**config.mk**
```make
export PLATFORM = sky130hd
export DESIGN_NAME = planar_tile_row_decoder_top
export DESIGN_NICKNAME = d
export VERILOG_FILES = /design/src/sv/ptrd_pkg.sv /design/src/sv/ptrd_slot_table.sv /design/src/sv/planar_tile_row_decoder_top.sv
export SDC_FILE = /design/constraint.sdc
export NUM_CORES = 1
export LEC_CHECK = 0
export BUFFER_PORTS_ARGS = -buffer_cell sky130_fd_sc_hd__buf_2
export CAP_MARGIN = 0
export CORE_MARGIN = 4
export CORE_UTILIZATION = 50
export DETAILED_ROUTE_END_ITERATION = 7
export PLACE_DENSITY = 0.77
export SETUP_SLACK_MARGIN = 0.05
export SYNTH_ARGS = -nofsm -noshare
export SYNTH_HDL_FRONTEND = slang
export SYNTH_SLANG_ARGS = --single-unit
```
**constraint.sdc**
```tcl
create_clock -name i_clk -period 3.25 [get_ports i_clk]
set_input_delay 0.325 -clock i_clk [delete_from_list [all_inputs] [get_ports i_clk]]
set_output_delay 0.325 -clock i_clk [all_outputs]
set_load 0.05 [all_outputs]
```
**src/sv/ptrd_pkg.sv**
```systemverilog
// Shared types and constants for the planar tile row decoder.
`default_nettype none

package ptrd_pkg;

    localparam int SLOT_COUNT = 16;
    localparam int SLOT_W     = $clog2(SLOT_COUNT);
    localparam int SLOT_CNT_W = $clog2(SLOT_COUNT + 1);

    localparam logic CMD_TILE   = 1'b0;
    localparam logic CMD_SPRITE = 1'b1;

    typedef logic [3:0]        t_pal;
    typedef logic [SLOT_W-1:0] t_slot;

    // request to the slot table: start a lookup-or-insert
    typedef struct packed {
        logic  start;
        logic  sprite;
        t_pal  pal;
    } t_slot_req;

    // answer from the slot table: one-cycle done pulse with the slot
    typedef struct packed {
        logic  done;
        t_slot slot;
    } t_slot_rsp;

endpackage

`default_nettype wire

```
**src/sv/ptrd_slot_table.sv**
```systemverilog
// Tile and sprite palette slot tables with a single shared scan comparator.
`default_nettype none

module ptrd_slot_table
    import ptrd_pkg::*;
(
    input  wire logic      i_clk,
    input  wire logic      i_rst_n,
    input  wire t_slot_req i_req,
    output t_slot_rsp      o_rsp
);

    localparam logic SL_IDLE = 1'b0;
    localparam logic SL_SCAN = 1'b1;

    localparam t_slot SLOT_LAST = SLOT_W'(SLOT_COUNT - 1);

    t_pal                  r_tile_codes [SLOT_COUNT];
    t_pal                  r_spr_codes  [SLOT_COUNT];
    logic [SLOT_CNT_W-1:0] r_tile_cnt;
    logic [SLOT_CNT_W-1:0] r_spr_cnt;

    logic                  r_state;
    logic                  n_state;
    logic [SLOT_CNT_W-1:0] r_idx;
    logic                  r_sprite;
    t_pal                  r_pal;
    logic                  r_done;
    t_slot                 r_slot;
    t_slot                 n_slot;

    logic [SLOT_CNT_W-1:0] w_cnt;
    t_pal                  w_code;
    logic                  w_end;
    logic                  w_hit;
    logic                  w_insert;

    assign w_cnt    = r_sprite ? r_spr_cnt : r_tile_cnt;
    assign w_code   = r_sprite ? r_spr_codes[r_idx[SLOT_W-1:0]]
                               : r_tile_codes[r_idx[SLOT_W-1:0]];
    assign w_end    = (r_idx == w_cnt);
    assign w_hit    = !w_end && (w_code == r_pal);
    // top bit of the count set means the table is full
    assign w_insert = (r_state == SL_SCAN) && w_end && !w_cnt[SLOT_CNT_W-1];

    always_comb begin
        n_state = r_state;
        n_slot  = r_slot;
        unique case (r_state)
            SL_IDLE: begin
                if (i_req.start) begin
                    n_state = SL_SCAN;
                end
            end
            SL_SCAN: begin
                if (w_hit) begin
                    n_state = SL_IDLE;
                    n_slot  = r_idx[SLOT_W-1:0];
                end else if (w_end) begin
                    n_state = SL_IDLE;
                    n_slot  = w_cnt[SLOT_CNT_W-1] ? SLOT_LAST : w_cnt[SLOT_W-1:0];
                end
            end
            default: n_state = SL_IDLE;
        endcase
    end

    always_ff @(posedge i_clk) begin
        if (!i_rst_n) begin
            r_state    <= SL_IDLE;
            r_done     <= 1'b0;
            r_idx      <= '0;
            r_tile_cnt <= '0;
            r_spr_cnt  <= '0;
        end else begin
            r_state <= n_state;
            r_done  <= (r_state == SL_SCAN) && (w_hit || w_end);
            if (r_state == SL_IDLE) begin
                r_idx <= '0;
            end else if (!w_hit && !w_end) begin
                r_idx <= r_idx + 1'b1;
            end
            if (w_insert) begin
                if (r_sprite) begin
                    r_spr_cnt <= r_spr_cnt + 1'b1;
                end else begin
                    r_tile_cnt <= r_tile_cnt + 1'b1;
                end
            end
        end
    end

    always_ff @(posedge i_clk) begin
        r_slot <= n_slot;
        if ((r_state == SL_IDLE) && i_req.start) begin
            r_sprite <= i_req.sprite;
            r_pal    <= i_req.pal;
        end
        if (w_insert) begin
            if (r_sprite) begin
                r_spr_codes[w_cnt[SLOT_W-1:0]] <= r_pal;
            end else begin
                r_tile_codes[w_cnt[SLOT_W-1:0]] <= r_pal;
            end
        end
    end

    assign o_rsp.done = r_done;
    assign o_rsp.slot = r_slot;

endmodule

`default_nettype wire

```
**src/sv/planar_tile_row_decoder_top.sv**
```systemverilog
// Planar pattern row to 4-bit chunky pixel converter, top level.
// One word in is one pattern row: a tile row (tuser 0) gives 8 pixels from the low and
// high bytes of plane_a/plane_b, a sprite row (tuser 1) gives 16 pixels from the four
// plane words, most significant bit first. Before any pixel leaves, the row's palette
// number is looked up in the tile or sprite slot table (inserted on a miss) by a single
// comparator that steps through the table one entry a cycle. The scan takes as many steps
// as the matching entry's position plus one on a hit, or the table's fill plus one on a
// miss (1 to 17). Pixels then leave one a cycle from the plane shift registers while the
// output accepts them; output back-pressure holds them. s_tready is high only while the
// block is idle, and a new row may be taken while the final pixel of the previous one
// still waits on the output.
`default_nettype none

module planar_tile_row_decoder_top
    import ptrd_pkg::*;
(
    input  wire logic        i_clk,
    input  wire logic        i_rst_n,
    input  wire logic        i_s_tvalid,
    output logic             o_s_tready,
    // [3:0] palette_number, [19:4] plane_a, [35:20] plane_b,
    // [51:36] plane_c, [67:52] plane_d, [71:68] zero
    input  wire logic [71:0] i_s_tdata,
    // [0] command
    input  wire logic        i_s_tuser,
    output logic             o_m_tvalid,
    input  wire logic        i_m_tready,
    // [3:0] pixel_value, [12:4] cram_index, [16:13] palette_slot, [23:17] zero
    output logic [23:0]      o_m_tdata,
    // [0] transparent
    output logic             o_m_tuser,
    // last_pixel
    output logic             o_m_tlast
);

    localparam logic [1:0] ST_IDLE = 2'd0;
    localparam logic [1:0] ST_LOOK = 2'd1;
    localparam logic [1:0] ST_EMIT = 2'd2;

    localparam logic [3:0] TILE_LAST   = 4'd7;
    localparam logic [3:0] SPRITE_LAST = 4'd15;

    logic [1:0]  r_state;
    logic [1:0]  n_state;
    logic        r_sprite;
    t_pal        r_pal;
    t_slot       r_slot;
    logic [15:0] r_pa;
    logic [15:0] r_pb;
    logic [15:0] r_pc;
    logic [15:0] r_pd;
    logic [3:0]  r_pix_cnt;

    logic        r_out_valid;
    logic [3:0]  r_out_px;
    logic [8:0]  r_out_cram;
    t_slot       r_out_slot;
    logic        r_out_transp;
    logic        r_out_last;

    t_slot_req   w_req;
    t_slot_rsp   w_rsp;
    logic        w_in_acc;
    logic        w_load;
    logic [3:0]  w_px;
    logic        w_last;

    assign o_s_tready = (r_state == ST_IDLE);
    assign w_in_acc   = i_s_tvalid && o_s_tready;

    assign w_req.start  = w_in_acc;
    assign w_req.sprite = i_s_tuser;
    assign w_req.pal    = i_s_tdata[3:0];

    ptrd_slot_table u_slot_table (
        .i_clk   (i_clk),
        .i_rst_n (i_rst_n),
        .i_req   (w_req),
        .o_rsp   (w_rsp)
    );

    // planes shift left one bit a pixel, so bits 15 and 7 always hold the current column
    assign w_px = r_sprite ? {r_pd[15], r_pc[15], r_pb[15], r_pa[15]}
                           : {r_pb[15], r_pb[7], r_pa[15], r_pa[7]};
    assign w_last = (r_pix_cnt == (r_sprite ? SPRITE_LAST : TILE_LAST));
    assign w_load = (r_state == ST_EMIT) && (!r_out_valid || i_m_tready);

    always_comb begin
        n_state = r_state;
        unique case (r_state)
            ST_IDLE: begin
                if (w_in_acc) begin
                    n_state = ST_LOOK;
                end
            end
            ST_LOOK: begin
                if (w_rsp.done) begin
                    n_state = ST_EMIT;
                end
            end
            ST_EMIT: begin
                if (w_load && w_last) begin
                    n_state = ST_IDLE;
                end
            end
            default: n_state = ST_IDLE;
        endcase
    end

    always_ff @(posedge i_clk) begin
        if (!i_rst_n) begin
            r_state     <= ST_IDLE;
            r_out_valid <= 1'b0;
            r_pix_cnt   <= '0;
        end else begin
            r_state <= n_state;
            if (w_load) begin
                r_out_valid <= 1'b1;
            end else if (i_m_tready) begin
                r_out_valid <= 1'b0;
            end
            if (r_state == ST_LOOK) begin
                r_pix_cnt <= '0;
            end else if (w_load) begin
                r_pix_cnt <= r_pix_cnt + 1'b1;
            end
        end
    end

    always_ff @(posedge i_clk) begin
        if (w_in_acc) begin
            r_sprite <= i_s_tuser;
            r_pal    <= i_s_tdata[3:0];
            r_pa     <= i_s_tdata[19:4];
            r_pb     <= i_s_tdata[35:20];
            r_pc     <= i_s_tdata[51:36];
            r_pd     <= i_s_tdata[67:52];
        end else if (w_load) begin
            r_pa <= {r_pa[14:0], 1'b0};
            r_pb <= {r_pb[14:0], 1'b0};
            r_pc <= {r_pc[14:0], 1'b0};
            r_pd <= {r_pd[14:0], 1'b0};
        end
        if ((r_state == ST_LOOK) && w_rsp.done) begin
            r_slot <= w_rsp.slot;
        end
        if (w_load) begin
            r_out_px     <= w_px;
            // sprite rows sit in the upper half of colour RAM
            r_out_cram   <= {r_sprite, r_pal, w_px};
            r_out_slot   <= r_slot;
            r_out_transp <= (r_sprite == CMD_SPRITE) && (w_px == 4'd0);
            r_out_last   <= w_last;
        end
    end

    assign o_m_tvalid = r_out_valid;
    assign o_m_tdata  = {7'd0, r_out_slot, r_out_cram, r_out_px};
    assign o_m_tuser  = r_out_transp;
    assign o_m_tlast  = r_out_last;

    a_tile_opaque : assert property (@(posedge i_clk) disable iff (!i_rst_n)
        (o_m_tvalid && !o_m_tdata[12]) |-> !o_m_tuser)
        else $error("tile pixel marked transparent");

    a_done_in_look : assert property (@(posedge i_clk) disable iff (!i_rst_n)
        w_rsp.done |-> (r_state == ST_LOOK))
        else $error("slot table answer outside lookup");

    a_accept_look : assert property (@(posedge i_clk) disable iff (!i_rst_n)
        w_in_acc |=> (r_state == ST_LOOK))
        else $error("accepted row did not start a lookup");

    a_last_leaves : assert property (@(posedge i_clk) disable iff (!i_rst_n)
        (w_load && w_last) |=> (o_m_tvalid && o_m_tlast && (r_state == ST_IDLE)))
        else $error("final pixel not presented as last");

endmodule

`default_nettype wire

```
==> results of run 1 <==
registers in the layout, summed over array words and instances (netlist names), 2 cells and up, named ones only:
| signal | cells |
|---|---|
| r_out_slot | 4 |
| u_slot_table.r_slot | 4 |
| u_slot_table.r_spr_cnt | 5 |
| r_pa | 16 |
| r_pix_cnt | 4 |
| u_slot_table.r_spr_codes | 64 |
| u_slot_table.r_tile_cnt | 5 |
| r_pc | 16 |
| u_slot_table.r_pal | 4 |
| r_out_px | 3 |
| r_out_cram | 6 |
| r_slot | 4 |
| u_slot_table.r_idx | 5 |
| r_state | 2 |
| r_pal | 4 |
| u_slot_table.r_tile_codes | 64 |
| r_pd | 16 |
| r_pb | 16 |
cell type report:
cell class	count	area [um2]	area share (%)
Clock buffer	32	714.4	5.893
Sequential cell	253	7318	60.36
Multi-Input combinational cell	360	2914	24.04
Clock inverter	16	105.1	0.8669
Timing Repair Buffer	121	715.7	5.903
Tap cell	270	337.8	2.786
Inverter	5	18.77	0.1548
power breakdown:
group,internal (W),leakage (nW),switching [W]
clock network,0.00164,0.409,0.00116
registers,0.00367,2.29,0.0000310
logic,0.000170,1.48,0.000226
worst max path at each step:
stage / startpoint / depth (start not counted) / end
detailed placement: flop / 8 / u_slot_table.r_slot[1]$_DFFE_PP_
finish: flop / 8 / u_slot_table.r_slot[3]$_DFFE_PP_
floorplan: r_state[0]$_SDFFE_PN0P_ / 5 / r_pa[0]$_SDFFCE_PN0P_
CTS: flop / 8 / u_slot_table.r_slot[3]$_DFFE_PP_
global placement: flop / 8 / u_slot_table.r_slot[2]$_DFFE_PP_
global route: flop / 8 / u_slot_table.r_slot[1]$_DFFE_PP_
through the flow:
step / std cells / cell area, um2 / setup WS (ns)
after global placement: 1005 / 11270 / 0.2792
after global routing: 1057 / 12120 / 0.07096
after detailed placement: 1005 / 11270 / 0.1707
final: 1057 / 12120 / 0.2136
after CTS: 1054 / 12100 / 0.1566
after floorplan: 656 / 10470 / 0.2180
kinds of logic after synthesis:
group | synth area share, %
fa+ha+maj | 0.4792
mux | 15.85
buf+inv | 2.300
simple gates | 7.283
other cells | 0.03590
compound gates | 2.408
xor+xnor | 1.593
flops | 70.05
synthesized netlist by cell type (6+ instances only):
cell      count
edfxtp_1    225
mux2_2       70
mux2i_1      57
nor2_1       53
nand2_1      34
dfxtp_1      28
nand3_1      17
clkbuf_1     13
a22oi_1      12
buf_4        11
xnor2_1      10
a21oi_1       9
buf_2         9
nand4_1       9
xor2_1        9
and3_1        7
mux4_2        7
nand2b_1      7
a211oi_1      6
cells in the final DEF, fill, tap and decap left out, types with 8 or more instances in the layout:
| cell | Yosys | routed |
|---|---|---|
| buf_4 | 11 | 24 |
| xnor2_1 | 10 | 10 |
| xor2_1 | 9 | 9 |
| a22oi_1 | 12 | 12 |
| dfxtp_1 | 28 | 27 |
| a21oi_1 | 9 | 9 |
| nand2_1 | 34 | 34 |
| nand3_1 | 17 | 17 |
| buf_2 | 9 | 93 |
| edfxtp_1 | 225 | 225 |
| nor2_1 | 53 | 53 |
| mux2_2 | 70 | 70 |
| nand4_1 | 9 | 9 |
| clkinv_2 | 0 | 8 |
| mux2i_1 | 57 | 57 |
| clkbuf_16 | 0 | 27 |
layer usage:
layer | vias up | global-route usage, % | wire length (um)
met1 | 2877 | 23.87 | 8833
met2 | 235 | 29.28 | 10080
met5 | - | 0 | 0
met3 | 42 | 3.153 | 1453
li1 | 2693 | - | -
met4 | 0 | 3.903 | 434
timing repair:
item | CTS | global route
setup endpoints to repair | 0 | 41
hold buffers | 1 | 0
hold endpoints to repair | 2 | 0
buffers inserted | 0 | 3
resized for setup | 0 | 0
critical path, stage by stage, from the launching register on:
cell      delay, ns
dfxtp_1        0.35
buf_12         0.17
mux4_1         0.62
mux4_2         0.49
mux2i_1        0.17
xnor2_1        0.12
nor4_4         0.37
nand2b_1       0.19
and2_1         0.23
==> flow_metrics.tcl, run 1 <==
set metrics [dict create \
    synth_top_area_share_pct 64.69 \
    post_drt_wl_per_cell_um 19.68 \
    dr.pass1.iters 5 \
    grt_pass1_wl_um 32560 \
    numCtsBuffers 26 \
    critPathArrivalTime_ns 3.25 \
    syn-instance-count 650 \
    hold_violations 0 \
    peakVddDrop_mv 0.3989 \
    die_w_um 152.5 \
    worstSkewPairLatency_ns 0.51 \
    drv_cap 0 \
    synth-edff-count 225 \
    fin_total_pwr_w 0.006901 \
    slew_headroom_pct 43.41 \
    floorplan.initialDensity_pct 51.29 \
    final_antenna_net_count 0 \
    regToRegEndpoint "u_slot_table.r_slot[3]$_DFFE_PP_" \
    synthFlopType "edfxtp_1" \
    hold_end "u_slot_table.r_pal[3]$_DFFE_PP_" \
    grt_remaining_overflow 0 \
    first_iter_violations 588 \
    end_kind "flop" \
    startpoint_type "flop" \
    total_leakage_power_nw 4.183 \
    path_max_fanout 17 \
    num-nets-final 848 \
    min_from "i_s_tdata[3]" \
    fin_skew_ns 0.01165 \
    reg2reg_depth 8 \
    fillCellCount 1469 \
    holdPathStages 1 \
    track_usage_pct 17.37 \
    synth_area_leader_cell "edfxtp_1" \
    ys_seq_area_share_pct 70.05 \
    setup_viol 0 \
    status "finished, final reports clean" \
    fin_util_pct 59.54 \
    cts_tree "built" \
    postSynthAreaPerCell_um2 16.07 \
    drive_above_1_share_pct 31.89 \
    cellPowerDensity_nw_per_um2 569.2 \
    gp_congestion 0.8760 \
    vias 5847 \
    dp_hpwl_um 14150 \
    core_area_um2 20360 \
    criticalPathCategory "flop to flop" \
    fmax_mhz 329.3 \
    crit_required_ns 3.46 \
    clkSinkCount 253 \
    maxSlewViolCount 0 \
    pin_count 105 \
    syn-cell-area_um2 10450 \
    cts-root-buf "clkbuf_16" \
    yosysUniqueCellTypes 44 \
    tightest_slew_ns 0.8489 \
    hp-class "input pin to flop" \
    grt_max_degree 66 \
    rsz0062_at_grt "false" \
    period_share_pct 93.43 \
    cts_max_path_buffers 3 \
    syn_to_final_growth_pct 16.08 \
    yosys_warnings 0 \
    ys_async_sr_fraction_pct 0 \
    drcViolationCount 0 \
    drt_wl_total_um 20800 \
    die_h_um 152.5 \
    die_area_um2 23270 \
    setup_tns_ns 0 \
    grt_pass1_vias 5996 \
    holdWs_ns 0.01308 \
    routed_via_density 5.532 \
    worst-r2r-setup-slack_ns 0.21 \
    clkSlewWorstSetupHoldPaths_ns 0.06 \
    period_needed_ns 3.036 \
    ys_ff_latch 253 \
    cts_htree_levels 1 \
    synth_area_leaders "edfxtp_1 65%, mux2_2 7.5%, mux2i_1 5.5%" \
    diodes 0 \
    port_buffers 93 \
    rows 52 \
    antenna_found_initial 0 \
]
Note: power is estimated with default switching activity, not from simulation.
==> inputs of run 2 (changes only) <==
--- a/config.mk
+++ b/config.mk
@@ -5,6 +5,7 @@
 export SDC_FILE = /design/constraint.sdc
 export NUM_CORES = 1
 export LEC_CHECK = 0
+export ABC_AREA = 1
 export BUFFER_PORTS_ARGS = -buffer_cell sky130_fd_sc_hd__buf_2
 export CAP_MARGIN = 0
 export CORE_MARGIN = 4
==> flow_metrics.tcl, run 2 <==
set metrics [dict create \
    ys_ff_latch 253 \
    ctsResizeCount 0 \
    cts_max_path_buffers 3 \
    end_kind "flop" \
    grt_remaining_overflow 0 \
    drive_above_1_share_pct 14.05 \
    setup_tns_ns 0 \
    final_antenna_net_count 0 \
    syn-instance-count 1041 \
    total_leakage_power_nw 4.896 \
    cp_slowest_stage_delay_ns 0.50 \
    synth_area_leader_cell "edfxtp_1" \
    fin_util_pct 58.03 \
    grt_pass1_vias 7013 \
    synthFlopType "edfxtp_1" \
    hold_end "u_slot_table.r_sprite$_DFFE_PP_" \
    reg2reg_from "u_slot_table.r_sprite$_DFFE_PP_" \
    crit_path_frequent_cell "nand2_1" \
    crit_chain "buf_4, nand2_1, nand2_1, xor2_1, nor3_2, nand3_2, nor2_4, nand2_2, nor2_1" \
    die_area_um2 23730 \
    pre_cts_ws_ns 0.2544 \
    period_needed_ns 2.842 \
    ys_async_sr_fraction_pct 0 \
    first_iter_violations 481 \
    rsz0062_at_grt "false" \
    status "finished, final reports clean" \
    cts-root-buf "clkbuf_16" \
    die_h_um 154.0 \
    gr-max-usage-layer "met2" \
    place_area_um2 11340 \
    startpoint_type "flop" \
    layout_common_cells "416 x nand2_1, 225 x edfxtp_1, 106 x nand3_1, 93 x buf_2, 81 x nor2_1" \
    hold_violations 0 \
    yosys_warnings 0 \
    drt_wl_total_um 21560 \
    critPathSlowestCell "edfxtp_1" \
    p_switching_w 0.001632 \
    slew_headroom_pct 57.29 \
    port_buffers 93 \
    peakVddDrop_mv 0.5380 \
    core_area_um2 21020 \
    floorplan.initialDensity_pct 50.72 \
    drv_cap 0 \
    yosysMostFrequentCell "nand2_1" \
    setup_viol 0 \
    cellPowerDensity_nw_per_um2 581.7 \
    die_w_um 154.0 \
    reg2reg_depth 9 \
    p_seq_share_pct 52.9 \
    fmax_mhz 351.8 \
    critPathArrivalTime_ns 3.03 \
    tightest_slew_ns 0.6406 \
    gp_congestion 0.8878 \
    synth_area_leaders "edfxtp_1 63%, nand2_1 15%, dfxtp_1 5.3%" \
    power.share.combinational_pct 8.5 \
    clkSinkCount 253 \
    criticalPathCategory "flop to flop" \
    hp-class "input pin to flop" \
    clkSlewWorstSetupHoldPaths_ns 0.06 \
    fin_ws_ns 0.4079 \
    holdPathStages 1 \
    yosys-top-cells-count "418 x nand2_1, 225 x edfxtp_1, 106 x nand3_1, 81 x nor2_1, 50 x inv_1" \
    postSynthAreaPerCell_um2 10.24 \
    path_max_fanout 22 \
    grt_max_degree 65 \
    maxSlewViolCount 0 \
    synth-edff-count 225 \
    p_sw_share_pct 23.00 \
    ys_seq_area_share_pct 68.62 \
    vias 7314 \
    crit_required_ns 3.44 \
    grt_pass1_wl_um 34320 \
    fin_skew_ns 0.02520 \
    post_drt_wl_per_cell_um 15.09 \
    routed_via_density 5.118 \
    syn-cell-area_um2 10660 \
    grt_use_met3_pct 3.265 \
    worstSkewPairLatency_ns 0.53 \
    gr-usage-met2_pct 30.82 \
    clock_power_share_pct 38.6 \
    dp_hpwl_um 14180 \
    intPower_w 0.005464 \
    track_usage_pct 17.78 \
    yosysUniqueCellTypes 31 \
    min_from "i_s_tuser" \
    use_met1_pct 22.78 \
    antenna_found_initial 2 \
    syn_to_final_growth_pct 14.41 \
    design_area_um2 12200 \
    numCtsBuffers 25 \
    cts_htree_levels 1 \
    final_common_cell "nand2_1" \
    dr.pass1.iters 5 \
    drcViolationCount 0 \
    period_share_pct 87.45 \
    rows 53 \
    worst-r2r-setup-slack_ns 0.41 \
    synth_top_area_share_pct 63.37 \
    regToRegEndpoint "u_slot_table.r_tile_codes[14][3]$_DFFE_PP_" \
    pin_count 105 \
    cts_tree "built" \
    num-nets-final 1215 \
]
-- run 2: how the worst max path moves through the flow --
| stage | slack (ns) | start | to |
|---|---|---|---|
| 2_1_floorplan | 0.59 | r_state[0]$_SDFFE_PN0P_ | r_pa[0]$_SDFFCE_PN0P_ |
| 3_3_place_gp | 0.38 | u_slot_table.r_sprite$_DFFE_PP_ | u_slot_table.r_tile_codes[15][3]$_DFFE_PP_ |
| 3_5_place_dp | 0.25 | u_slot_table.r_sprite$_DFFE_PP_ | u_slot_table.r_tile_codes[14][3]$_DFFE_PP_ |
| 4_1_cts | 0.26 | u_slot_table.r_sprite$_DFFE_PP_ | u_slot_table.r_tile_codes[14][3]$_DFFE_PP_ |
| 5_1_grt | 0.19 | u_slot_table.r_sprite$_DFFE_PP_ | u_slot_table.r_tile_codes[14][1]$_DFFE_PP_ |
| 6_report | 0.41 | u_slot_table.r_sprite$_DFFE_PP_ | u_slot_table.r_tile_codes[14][3]$_DFFE_PP_ |
-- run 2: final cells by class --
cell class              count  area (um2)
diodes                      1       2.502
flip-flops and latches    253        7318
well taps                 275       344.1
clock buffers              36       698.2
inverters                  56       210.2
repair buffers            115       665.6
multi-input cells         683        2877
fillers                  1693        8822
clock inverters            10       83.83
-- run 2: cell families (layout without fill, tap and decap cells) --
group                    after synthesis  after routing  synth area share [%]
other                                  1              8               0.03517
adder cells (fa/ha/maj)                4              4                0.4694
buffers and inverters                111            217                 4.658
AND/OR/NAND/NOR                      620            620                 23.56
flip-flops                           253            253                 68.62
AO/OA/AOI/OAI                         47             47                 2.241
XOR/XNOR                               5              5                0.4108
-- run 2: timing repair --
| item | 4_1_cts | 5_1_grt |
|---|---|---|
| hold endpoints to repair | 8 | 0 |
| setup buffers | 0 | 4 |
| hold buffers | 4 | 0 |
| endpoints found under the setup margin | 0 | 128 |
-- run 2: power groups by stage --
stage	sequential (W)	clock, W	combinational (W)
after floorplan	0.00383	0	0.000396
after global placement	0.00382	0	0.000574
after detailed placement	0.00382	0	0.000586
after CTS	0.00376	0.00277	0.000593
after global routing	0.00376	0.00292	0.000675
final	0.00375	0.00274	0.000602
-- run 2: per-stage QoR --
step | instances | hold slack [ns] | total power, W
after floorplan | 1047 | 0.4003 | 0.004221
after global placement | 1374 | 0.4022 | 0.004394
after detailed placement | 1374 | 0.4045 | 0.004411
after CTS | 1424 | 0.008516 | 0.007125
after global routing | 1428 | 0.01745 | 0.007364
final | 1429 | 0.02210 | 0.007097
-- run 2: metal layers --
layer	share of wire, %	vias to the layer above	wire, um
met5	0.12	-	25
met4	2.8	4	610
met3	6.0	40	1286
met2	50	240	10710
met1	41	3394	8926
li1	-	3636	-
-- run 2: worst max-delay path, delay by kind of cell, from the launching register on --
kind	cells	cell delay [ns]
simple gates	7	1.60
xor+xnor	1	0.20
flops	1	0.50
buf+inv	1	0.21
==> inputs of run 3 (changes only) <==
--- a/config.mk
+++ b/config.mk
@@ -15,4 +15,5 @@
 export SETUP_SLACK_MARGIN = 0.05
 export SYNTH_ARGS = -nofsm -noshare
 export SYNTH_HDL_FRONTEND = slang
+export SYNTH_HIERARCHICAL = 1
 export SYNTH_SLANG_ARGS = --single-unit
==> flow_metrics.tcl, run 3 <==
set metrics [dict create \
    status "finished, final reports clean" \
    syn_to_final_growth_pct 14.65 \
    drv_cap 0 \
    drcViolationCount 0 \
    port_buffers 93 \
    synth_top_area_share_pct 62.65 \
    peakVddDrop_mv 0.4211 \
    period_needed_ns 3.027 \
    setup_tns_ns 0 \
    hold_end "r_pb[7]$_DFFE_PP_" \
    yosys_warnings 6 \
    holdPathStages 3 \
    cts_tree "built" \
    fillCellCount 1714 \
    yosys-top-cells-count "424 x nand2_1, 225 x edfxtp_1, 105 x nand3_1, 76 x nor2_1, 48 x inv_1" \
    end_kind "flop" \
    track_usage_pct 18.52 \
    numCtsBuffers 26 \
    grt_max_degree 70 \
    period_share_pct 93.13 \
    path_max_fanout 20 \
    routed_via_density 5.233 \
    syn-instance-count 1045 \
    grt_remaining_overflow 0 \
    layout_common_cells "423 x nand2_1, 225 x edfxtp_1, 105 x nand3_1, 93 x buf_2, 76 x nor2_1" \
    gp_congestion 0.8525 \
    syn-cell-area_um2 10790 \
    maxSlewViolCount 0 \
    drt-met1-wl_um 9120 \
    met3_length_um 2174 \
    clkSlewWorstSetupHoldPaths_ns 0.06 \
    criticalPathCategory "flop to flop" \
    critPathArrivalTime_ns 3.19 \
    critPathSlowestCell "edfxtp_1" \
    tightest_slew_ns 0.7591 \
    post_drt_wl_per_cell_um 15.62 \
    reg2reg_depth 9 \
    worst-r2r-setup-slack_ns 0.22 \
    antenna_found_initial 1 \
    fin_skew_ns 0.01509 \
    vias 7514 \
    worstSkewPairLatency_ns 0.53 \
    regToRegEndpoint "u_slot_table/r_spr_codes[8][2]$_DFFE_PP_" \
    worst-path-buf-inv 2 \
    dp.cells 1383 \
    reg2reg_from "u_slot_table/r_sprite$_DFFE_PP_" \
    drive_above_1_share_pct 14.99 \
    ys_seq_area_share_pct 67.84 \
    fin_total_pwr_w 0.007394 \
    first_iter_violations 677 \
    dp_hpwl_um 14450 \
    stdcell_count 1436 \
    top_layer "met5" \
    final_antenna_net_count 0 \
    hold_violations 0 \
    yosysUniqueCellTypes 35 \
    min_from "i_s_tdata[27]" \
    ys_ff_latch 253 \
    grt_pass1_vias 7155 \
    die_w_um 154.9 \
    clkSinkCount 253 \
    crit_required_ns 3.41 \
    cellPowerDensity_nw_per_um2 598.0 \
    grt_pass1_wl_um 36000 \
    crit_chain "inv_2, nand2_1, nand2_1, xor2_1, nor4_4, nand2_2, nor2_2, inv_2, nor2_1" \
    total_leakage_power_nw 4.972 \
    die_area_um2 23980 \
    synthFlopType "edfxtp_1" \
    cts-root-buf "clkbuf_16" \
    drt_wl_total_um 22440 \
    cts_htree_levels 1 \
    synth_area_leaders "edfxtp_1 63%, nand2_1 15%, dfxtp_1 5.2%" \
    synth-edff-count 225 \
    num-nets-final 1222 \
    rows 53 \
    floorplan.initialDensity_pct 51.15 \
    cts_max_path_buffers 3 \
    synth_area_leader_cell "edfxtp_1" \
    hp-class "input pin to flop" \
    dr.pass1.iters 6 \
    cp_slowest_stage_delay_ns 0.53 \
    core_area_um2 21090 \
    yosysMostFrequentCell "nand2_1" \
    rsz0062_at_grt "true" \
    crit_path_start "u_slot_table/r_sprite$_DFFE_PP_" \
    startpoint_type "flop" \
    postSynthAreaPerCell_um2 10.32 \
    pin_count 105 \
    critPathTopFamily "simple AND/OR/NAND/NOR gates" \
    wl_met2_um 10700 \
    ys_async_sr_fraction_pct 0 \
    final_common_cell "nand2_1" \
    diodes 0 \
    slew_headroom_pct 49.34 \
    setup_viol 0 \
    fmax_mhz 330.4 \
    die_h_um 154.9 \
    postCtsSetupBuffers 0 \
]
[run 3: cell families (layout without fill, tap and decap cells)]
logic type	count (synthesis)	in the layout	share of synthesized area, %
XOR/XNOR	4	4	0.3249
buffers and inverters	109	219	5.070
adder cells (fa/ha/maj)	4	4	0.4641
other	1	7	0.03477
AO/OA/AOI/OAI	49	49	2.599
AND/OR/NAND/NOR	625	625	23.67
flip-flops	253	253	67.84
[run 3: worst max-delay path by stage]
stage                                                           end  slack (ns)  cells past startpoint
after floorplan                               r_pa[0]$_SDFFCE_PP0P_        0.45                      4
final                      u_slot_table/r_spr_codes[8][2]$_DFFE_PP_        0.22                      9
after global routing      u_slot_table/r_spr_codes[12][3]$_DFFE_PP_      -0.005                      9
after CTS                  u_slot_table/r_spr_codes[8][1]$_DFFE_PP_        0.27                      9
after detailed placement   u_slot_table/r_spr_codes[8][2]$_DFFE_PP_        0.29                      9
after global placement    u_slot_table/r_spr_codes[12][1]$_DFFE_PP_        0.34                      9
[run 3: worst register-to-register path, stage by stage, from the launching register on]
cell      delay [ns]
edfxtp_1        0.53
inv_2           0.23
nand2_1         0.10
nand2_1         0.21
xor2_1          0.16
nor4_4          0.45
nand2_2         0.12
nor2_2          0.19
inv_2           0.23
nor2_1          0.44
[run 3: metrics by stage]
step                hold WS (ns)  cell area (um2)  worst slack, ns  util, %
floorplan                 0.4003            10810           0.4496        -
global placement          0.4004            11440           0.3405    54.25
detailed placement        0.4045            11440           0.2894    54.25
CTS                      0.03712            12370           0.2667    58.64
global route             0.03822            12370        -0.005230    58.64
finish                   0.05574            12370           0.2233    58.64
[run 3: cell type report]
type                       count  area (um2)  area share [%]
inverter                      56       212.7           1.720
clock inverter                15       188.9           1.528
sequential                   253        7318           59.18
clock buffer                  33       686.9           5.555
tap                          275       344.1           2.783
timing repair buffer         115       668.1           5.403
multi-input combinational    689        2947           23.83
[run 3: timing repair]
| item | in CTS | in global routing |
|---|---|---|
| hold buffers | 5 | 0 |
| endpoints found under the setup margin | 0 | 25 |
| hold endpoints to repair | 9 | 0 |
| resized for setup | 0 | 0 |
[run 3: per-layer routing]
metal	vias up	global-route usage (%)
met4	2	5.046
met5	-	0
met1	3503	24.83
met2	315	30.59
li1	3653	-
met3	41	4.367
[run 3: power by group]
group	internal [W]	switching, W	total [W]
Sequential	0.00372	0.0000556	0.00377
Combinational	0.000183	0.000430	0.000613
Clock	0.00182	0.00119	0.00301
